[config.mk]
export PLATFORM = sky130hd
export DESIGN_NAME = interval_range_table_unit
export DESIGN_NICKNAME = d
export VERILOG_FILES = /design/src/irt_pkg.sv /design/src/irt_ram.sv /design/src/irt_ctrl.sv /design/src/irt_datapath.sv /design/src/interval_range_table_unit.sv
export SDC_FILE = /design/constraint.sdc
export NUM_CORES = 2
export LEC_CHECK = 0
export BUFFER_PORTS_ARGS = -buffer_cell sky130_fd_sc_hd__buf_4
export CAP_MARGIN = 5
export CORE_UTILIZATION = 61
export CTS_BUF_LIST = sky130_fd_sc_hd__clkbuf_8 sky130_fd_sc_hd__clkbuf_16
export CTS_CLUSTER_DIAMETER = 50
export DETAILED_ROUTE_END_ITERATION = 16
export PLACE_DENSITY = 0.77
export REMOVE_ABC_BUFFERS = 1
export SYNTH_ARGS = -nofsm -noshare
export SYNTH_HDL_FRONTEND = slang
export SYNTH_HIERARCHICAL = 1
export SYNTH_SLANG_ARGS = --single-unit
[constraint.sdc]
create_clock -name clk -period 8 [get_ports clk]
set_input_delay 1.2 -clock clk [delete_from_list [all_inputs] [get_ports clk]]
set_output_delay 1.2 -clock clk [all_outputs]
set_load 0.1 [all_outputs]
[src/irt_pkg.sv]
// Package with the sizes and the control structs shared by the interval range table files.
package irt_pkg;

	localparam int TABLE_DEPTH = 64;
	localparam int KEY_BITS = 16;
	localparam int VALUE_BITS = 32;
	localparam int IDX_BITS = $clog2(TABLE_DEPTH);
	localparam int CNT_BITS = $clog2(TABLE_DEPTH + 1);

	localparam logic OP_ASSIGN = 1'b0;
	localparam logic OP_LOOKUP = 1'b1;

	localparam logic [1:0] ST_DONE = 2'd0;
	localparam logic [1:0] ST_EMPTY = 2'd1;
	localparam logic [1:0] ST_FULL = 2'd2;

	typedef struct packed {
		logic load;
		logic scan_chk;
		logic decide;
		logic sel_move;
		logic move_init;
		logic move_wr;
		logic put_b;
		logic put_e;
		logic out_load;
	} cmd_t;

	typedef struct packed {
		logic scan_done;
		logic finish_now;
		logic need_move;
		logic move_last;
		logic out_busy;
	} sts_t;

endpackage

[src/irt_ram.sv]
// Generic single write port RAM with one registered read port.
module irt_ram #(
	parameter int WIDTH = 8,
	parameter int DEPTH = 16
) (
	input  logic                     clk,
	input  logic                     we,
	input  logic [$clog2(DEPTH)-1:0] waddr,
	input  logic [WIDTH-1:0]         wdata,
	input  logic [$clog2(DEPTH)-1:0] raddr,
	output logic [WIDTH-1:0]         rdata
);

	logic [WIDTH-1:0] mem_q [DEPTH];

	always_ff @(posedge clk) begin
		if (we) begin
			mem_q[waddr] <= wdata;
		end
		rdata <= mem_q[raddr];
	end

endmodule

[src/irt_ctrl.sv]
// Controller state machine that sequences scan, shift and write steps of the table.
module irt_ctrl (
	input  logic          clk,
	input  logic          arst_n,
	input  logic          in_valid,
	output logic          in_ready,
	input  irt_pkg::sts_t sts,
	output irt_pkg::cmd_t cmd
);

	typedef enum logic [3:0] {
		S_IDLE,
		S_SCAN_RD,
		S_SCAN_CHK,
		S_DECIDE,
		S_MOVE_RD,
		S_MOVE_WR,
		S_PUT_B,
		S_PUT_E,
		S_RESULT
	} state_t;

	state_t state_q;

	assign in_ready = (state_q == S_IDLE);

	always_comb begin
		cmd = '0;
		unique case (state_q)
			S_IDLE: cmd.load = in_valid;
			S_SCAN_CHK: cmd.scan_chk = 1'b1;
			S_DECIDE: begin
				cmd.decide = 1'b1;
				cmd.move_init = !sts.finish_now && sts.need_move;
			end
			S_MOVE_RD: cmd.sel_move = 1'b1;
			S_MOVE_WR: begin
				cmd.sel_move = 1'b1;
				cmd.move_wr = 1'b1;
			end
			S_PUT_B: cmd.put_b = 1'b1;
			S_PUT_E: cmd.put_e = 1'b1;
			S_RESULT: cmd.out_load = !sts.out_busy;
			default: cmd = '0;
		endcase
	end

	always_ff @(posedge clk or negedge arst_n) begin
		if (!arst_n) begin
			state_q <= S_IDLE;
		end else begin
			unique case (state_q)
				S_IDLE: if (in_valid) state_q <= S_SCAN_RD;
				S_SCAN_RD: state_q <= sts.scan_done ? S_DECIDE : S_SCAN_CHK;
				S_SCAN_CHK: state_q <= S_SCAN_RD;
				S_DECIDE: begin
					if (sts.finish_now) state_q <= S_RESULT;
					else if (sts.need_move) state_q <= S_MOVE_RD;
					else state_q <= S_PUT_B;
				end
				S_MOVE_RD: state_q <= S_MOVE_WR;
				S_MOVE_WR: state_q <= sts.move_last ? S_PUT_B : S_MOVE_RD;
				S_PUT_B: state_q <= S_PUT_E;
				S_PUT_E: state_q <= S_RESULT;
				S_RESULT: if (!sts.out_busy) state_q <= S_IDLE;
				default: state_q <= S_IDLE;
			endcase
		end
	end

endmodule

[src/irt_datapath.sv]
// Datapath with the boundary memories, scan accumulators, shift pointers and result register.
module irt_datapath (
	input  logic                           clk,
	input  logic                           arst_n,
	input  irt_pkg::cmd_t                  cmd,
	output irt_pkg::sts_t                  sts,
	input  logic                           opcode,
	input  logic [irt_pkg::KEY_BITS-1:0]   key_begin,
	input  logic [irt_pkg::KEY_BITS-1:0]   key_end,
	input  logic [irt_pkg::VALUE_BITS-1:0] new_value,
	input  logic                           cfg_valid,
	input  logic [irt_pkg::VALUE_BITS-1:0] base_value,
	output logic                           out_valid,
	input  logic                           out_ready,
	output logic [irt_pkg::VALUE_BITS-1:0] read_value,
	output logic [1:0]                     status
);

	localparam int IB = irt_pkg::IDX_BITS;
	localparam int CB = irt_pkg::CNT_BITS;
	localparam int KB = irt_pkg::KEY_BITS;
	localparam int VB = irt_pkg::VALUE_BITS;

	logic          op_q;
	logic [KB-1:0] kb_q, ke_q;
	logic [VB-1:0] nv_q, base_q;
	logic [CB-1:0] count_q, idx_q, lo_q, hi_q, mcnt_q;
	logic [VB-1:0] vb_q, ve_q, vlook_q;
	logic [IB-1:0] src_q, dst_q;
	logic          up_q;
	logic [VB-1:0] rv_q;
	logic [1:0]    stat_q;
	logic          out_valid_q;

	logic [KB-1:0] rd_key;
	logic [VB-1:0] rd_val;
	logic [IB-1:0] raddr, waddr;
	logic          we;
	logic [KB-1:0] wkey;
	logic [VB-1:0] wval;

	logic          put_b, put_e, empty_iv, full;
	logic [CB:0]   ins, dst_base, tail, newcount, up_src, up_dst;

	assign put_b = (nv_q != vb_q);
	assign put_e = (ve_q != nv_q);
	assign ins = (CB+1)'(put_b) + (CB+1)'(put_e);
	assign dst_base = {1'b0, lo_q} + ins;
	assign tail = {1'b0, count_q} - {1'b0, hi_q};
	assign newcount = dst_base + tail;
	assign full = (newcount > (CB+1)'(irt_pkg::TABLE_DEPTH));
	assign empty_iv = !(kb_q < ke_q);
	assign up_src = {1'b0, count_q} - (CB+1)'(1);
	assign up_dst = newcount - (CB+1)'(1);

	assign sts.scan_done = (idx_q == count_q);
	assign sts.finish_now = (op_q == irt_pkg::OP_LOOKUP) || empty_iv || full;
	assign sts.need_move = (tail != '0) && (dst_base != {1'b0, hi_q});
	assign sts.move_last = (mcnt_q == CB'(1));
	assign sts.out_busy = out_valid_q && !out_ready;

	assign raddr = cmd.sel_move ? src_q : idx_q[IB-1:0];

	always_comb begin
		we = 1'b0;
		waddr = dst_q;
		wkey = rd_key;
		wval = rd_val;
		if (cmd.move_wr) begin
			we = 1'b1;
		end else if (cmd.put_b) begin
			we = put_b;
			waddr = lo_q[IB-1:0];
			wkey = kb_q;
			wval = nv_q;
		end else if (cmd.put_e) begin
			we = put_e;
			waddr = dst_base[IB-1:0] - IB'(1);
			wkey = ke_q;
			wval = ve_q;
		end
	end

	irt_ram #(.WIDTH(KB), .DEPTH(irt_pkg::TABLE_DEPTH)) u_key_ram (
		.clk  (clk),
		.we   (we),
		.waddr(waddr),
		.wdata(wkey),
		.raddr(raddr),
		.rdata(rd_key)
	);

	irt_ram #(.WIDTH(VB), .DEPTH(irt_pkg::TABLE_DEPTH)) u_val_ram (
		.clk  (clk),
		.we   (we),
		.waddr(waddr),
		.wdata(wval),
		.raddr(raddr),
		.rdata(rd_val)
	);

	always_ff @(posedge clk) begin
		if (cmd.load) begin
			op_q <= opcode;
			kb_q <= key_begin;
			ke_q <= key_end;
			nv_q <= new_value;
			idx_q <= '0;
			lo_q <= '0;
			hi_q <= '0;
			vb_q <= base_q;
			ve_q <= base_q;
			vlook_q <= base_q;
		end
		if (cmd.scan_chk) begin
			idx_q <= idx_q + CB'(1);
			if (rd_key < kb_q) begin
				lo_q <= lo_q + CB'(1);
				vb_q <= rd_val;
			end
			if (rd_key <= kb_q) begin
				vlook_q <= rd_val;
			end
			if (rd_key <= ke_q) begin
				hi_q <= hi_q + CB'(1);
				ve_q <= rd_val;
			end
		end
		if (cmd.decide) begin
			if (op_q == irt_pkg::OP_LOOKUP) begin
				rv_q <= vlook_q;
				stat_q <= irt_pkg::ST_DONE;
			end else begin
				rv_q <= '0;
				if (empty_iv) stat_q <= irt_pkg::ST_EMPTY;
				else if (full) stat_q <= irt_pkg::ST_FULL;
				else stat_q <= irt_pkg::ST_DONE;
			end
		end
		if (cmd.move_init) begin
			mcnt_q <= tail[CB-1:0];
			up_q <= (dst_base > {1'b0, hi_q});
			if (dst_base > {1'b0, hi_q}) begin
				src_q <= up_src[IB-1:0];
				dst_q <= up_dst[IB-1:0];
			end else begin
				src_q <= hi_q[IB-1:0];
				dst_q <= dst_base[IB-1:0];
			end
		end
		if (cmd.move_wr) begin
			mcnt_q <= mcnt_q - CB'(1);
			if (up_q) begin
				src_q <= src_q - IB'(1);
				dst_q <= dst_q - IB'(1);
			end else begin
				src_q <= src_q + IB'(1);
				dst_q <= dst_q + IB'(1);
			end
		end
		if (cmd.out_load) begin
			read_value <= rv_q;
			status <= stat_q;
		end
	end

	always_ff @(posedge clk or negedge arst_n) begin
		if (!arst_n) begin
			count_q <= '0;
			base_q <= '0;
			out_valid_q <= 1'b0;
		end else begin
			if (cfg_valid) begin
				base_q <= base_value;
			end
			if (cmd.put_e) begin
				count_q <= newcount[CB-1:0];
			end
			if (cmd.out_load) begin
				out_valid_q <= 1'b1;
			end else if (out_ready) begin
				out_valid_q <= 1'b0;
			end
		end
	end

	assign out_valid = out_valid_q;

endmodule

[src/interval_range_table_unit.sv]
// Top level of the interval range table: controller, datapath and ports.
//
//  channel  | handshake           | payload
//  in       | in_valid, in_ready  | opcode, key_begin, key_end, new_value
//  out      | out_valid, out_ready| read_value, status
//  cfg      | cfg_valid, cfg_ready| base_value
//
// One item is worked on at a time; a lookup scans every entry and an assign
// also shifts the entries behind the interval where they must move, all through
// the single read port of the boundary memories.
// Reset empties the table and clears the stored base value at once; no clearing pass runs.
// A result waiting on out_ready holds the block in its last step, not the next item.
module interval_range_table_unit (
	input  logic                           clk,
	input  logic                           arst_n,
	input  logic                           in_valid,
	output logic                           in_ready,
	input  logic                           opcode,
	input  logic [irt_pkg::KEY_BITS-1:0]   key_begin,
	input  logic [irt_pkg::KEY_BITS-1:0]   key_end,
	input  logic [irt_pkg::VALUE_BITS-1:0] new_value,
	output logic                           out_valid,
	input  logic                           out_ready,
	output logic [irt_pkg::VALUE_BITS-1:0] read_value,
	output logic [1:0]                     status,
	input  logic                           cfg_valid,
	output logic                           cfg_ready,
	input  logic [irt_pkg::VALUE_BITS-1:0] base_value
);

	irt_pkg::cmd_t cmd;
	irt_pkg::sts_t sts;

	assign cfg_ready = 1'b1;

	irt_ctrl u_ctrl (
		.clk     (clk),
		.arst_n  (arst_n),
		.in_valid(in_valid),
		.in_ready(in_ready),
		.sts     (sts),
		.cmd     (cmd)
	);

	irt_datapath u_dp (
		.clk       (clk),
		.arst_n    (arst_n),
		.cmd       (cmd),
		.sts       (sts),
		.opcode    (opcode),
		.key_begin (key_begin),
		.key_end   (key_end),
		.new_value (new_value),
		.cfg_valid (cfg_valid),
		.base_value(base_value),
		.out_valid (out_valid),
		.out_ready (out_ready),
		.read_value(read_value),
		.status    (status)
	);

endmodule

==> metrics <==
critical-path maximum fanout=32; ordered list of cells on the worst path=xnor2_1 -> nand4_1 -> nor4_1 -> nand2_1 -> fa_1 -> ha_1 -> xor2_1 -> nor3_1 -> nand3_1 -> xnor2_1 -> a22oi_1 -> o22a_1 -> buf_4 -> nand4b_1 -> nor2_4; number of synthesized register bits=~3400; yosys warns=6; Worst Path Arrival=7.36 ns; Req. time, crit path=about 8.6 ns; Die H=473 um; PD cells=424 nW/um2; final non-filler cell area=152000 um2; Final Net Count=~7200; post-CTS sizing=0; ys flop type=edfxtp_1; VDD IR max=0.000412 V; largest area contributor in the netlist=edfxtp_1; Post-CTS Setup Bufs=0; Synth top area share=0.718; status=completed; TritonCTS buffer count=339; share of layout cells above drive strength 1=0.260; fraction of registers with async set/reset=0.0128; CP max-delay cell=nor2_4; Slew HR=0.0247; Mapped Cells=6669; vias in the first global route=69900; Hold Crit Class=primary input to asynchronous set/reset pin; WL final=350000 um; max cap viols=0; htree depth=5; I/O Buffers=137; RSZ-0062 raised after global routing=false; Clk pin slew, worst setup/hold paths=0.06 ns; Wirelength per Cell=34.2 um; post-route antenna net violation count=0; Final Skew=roughly 0.050 ns; largest net degree at the start of global routing=169; CP Capture Type=flip-flop; Die Wd=473 um; initial antenna violation count=19; P_leak=slightly below 50 nW; register area share after synthesis=0.750; critical path's most frequent cell=xnor2_1; grt total ovfl=0; Layout area overhead=12.2%; Post-synth EDFFs=around 3200; first-pass GRT wire length=499000 um; Root Buffer=clkbuf_16; Top delay family on crit path=simple AND/OR/NAND/NOR gates; DRT Pass-1 Iters=6; Initial Utilization=0.614; Area after DPL=141000 um2; measured slew at the worst slew-check pin=1.46 ns; Post-Synthesis Cell Area=~140000 um2; Top Ports=about 140; Final Setup Violations=0; Slew Viols, Final=0; Num Clock Sinks=3434; fin util=0.690; PnR Total Power=64.3 mW; drt initial violations=10100; vias post-DR=69900; HPWL after DPL=202000 um; crit path kind=flip-flop to flip-flop; vias per cell=6.82; Placer Congestion=between 0.9 and 1; # hold bufs at CTS=0; synth unique cells=90; fmax=147 MHz; Worst-Skew Late Latency=0.97 ns; fin crit share=0.852; CP bufs+invs=1; startpoint class of the critical path=flip-flop; clk buf depth=4; crit-path max cell delay=1.08 ns; All-Layer GR Usage=0.316; post-route minimum period=a little under 7 ns; DRC errors left=0; Synth area leaders=edfxtp_1 (72%), mux4_2 (13%), dfxtp_1 (2.3%), mux2i_1 (1.9%), mux2_2 (1.1%); Final Hold Vio Count=0; Placed Instances=9660; CTS tree=built; fin cells=between 10000 and 15000; die area=roughly 220000 um2; Post-Syn Area per Cell=20.3 um2; floorplan row count=172; Core ar.=220000 um2
-- through the flow --
stage	setup slack (ns)	setup TNS, ns	hold WS [ns]
finish	1.19	0	0.225
global route	0.887	0	0.274
CTS	1.40	0	0.246
detailed placement	1.63	0	0.405
global placement	1.60	0	0.404
floorplan	-12.80	-560.59	0.400
-- path summary, 6_finish.rpt --
path | startpoint | end | slack (ns) | depth (start not counted)
max in group asynchronous | arst_n | u_dp/count_q[1] | 7.25 | 1
max | u_dp/nv_q[22] | u_dp/u_val_ram/mem_q[52][28] | 1.19 | 15
min | arst_n | u_dp/base_q[14] | 0.23 | 1
max reg2reg | u_dp/nv_q[22] | u_dp/u_val_ram/mem_q[52][28] | 1.19 | 15
min reg2reg | u_dp/rv_q[2] | u_dp/read_value[2] | 0.42 | 0
min in group clk | new_value[30] | u_dp/nv_q[30] | 0.42 | 1
-- report_power, final --
group / leakage, nW / switching (mW) / total (mW) / internal, mW
Sequential: 30.9 / 0.682 / 24.2 / 23.6
Clock: 5.41 / 6.51 / 15.1 / 8.62
Combinational: 12.5 / 16.4 / 24.9 / 8.48
Total: 48.8 / 23.6 / 64.3 / 40.7
-- cells by family (layout without fill, tap and decap cells) --
| kind of cell | after synthesis | after routing | share of synthesized area |
|---|---|---|---|
| DFF | 3434 | 3434 | 0.750 |
| other | 1 | 9 | 0.0000278 |
| muxes | 1150 | 1150 | 0.158 |
| AOI/OAI and AO/OA | 639 | 639 | 0.0309 |
| xor gates and xnor gates | 123 | 123 | 0.00849 |
| and+or+nand+nor | 799 | 799 | 0.0282 |
| buffers and inverters | 434 | 1046 | 0.0165 |
| adders and majority gates | 89 | 89 | 0.00848 |
-- synth_stat cells, drive strengths merged, types with 9 or more instances --
library cell,count
clkbuf,138
o21ai,114
a311oi,17
mux4,768
dfrtp,44
a21oi,160
dfxtp,158
a221oi,17
a22oi,103
nor2b,57
nand2,203
or3,11
a221o,9
buf,224
and3,12
nor4,12
and2,42
nand4,39
o221ai,31
nand3,50
a211o,13
nor2,287
inv,72
nand2b,18
xor2,17
ha,82
o22ai,86
edfxtp,3232
mux2,132
mux2i,250
nand3b,12
nor3,25
a21o,21
xnor2,103
a31oi,13
a211oi,10
-- cell type report --
type	count	area, um2
multi-input cells	2801	32700
clock buffers	351	8760
clock inverters	227	1630
fillers	13000	68300
repair buffers	396	3250
inverters	72	270
flip-flops and latches	3434	101000
diodes	8	20.0
well taps	2958	3700
-- state kept, by name, indices dropped and copies added (netlist names), 32 cells and up --
name / flops
u_dp/u_val_ram/mem_q: 2048
u_dp/u_key_ram/mem_q: 1024
u_dp/base_q: 32
u_dp/nv_q: 32
u_dp/read_value: 32
u_dp/rv_q: 32
u_dp/u_val_ram/rdata: 32
u_dp/vb_q: 32
u_dp/ve_q: 32
u_dp/vlook_q: 32
-- metal layers --
layer	vias up	track usage	part of all wire
li1	28100	-	-
met1	35900	0.420	0.35
met2	4859	0.491	0.47
met3	965	0.0702	0.11
met4	14	0.174	0.064
met5	-	0	0.00027
-- cells in the final DEF (no fill, tap or decap), drive strengths merged, types with 86 or more instances in the layout --
cell    instances
mux2i         250
xnor2         103
o21ai         114
o22ai          86
dfxtp         158
clkinv        111
edfxtp       3232
mux2          132
a22oi         103
inv           157
clkbuf        351
a21oi         160
nand2         203
mux4          768
nor2          287
buf           396
No activity file was read; power rests on OpenSTA's default activity.
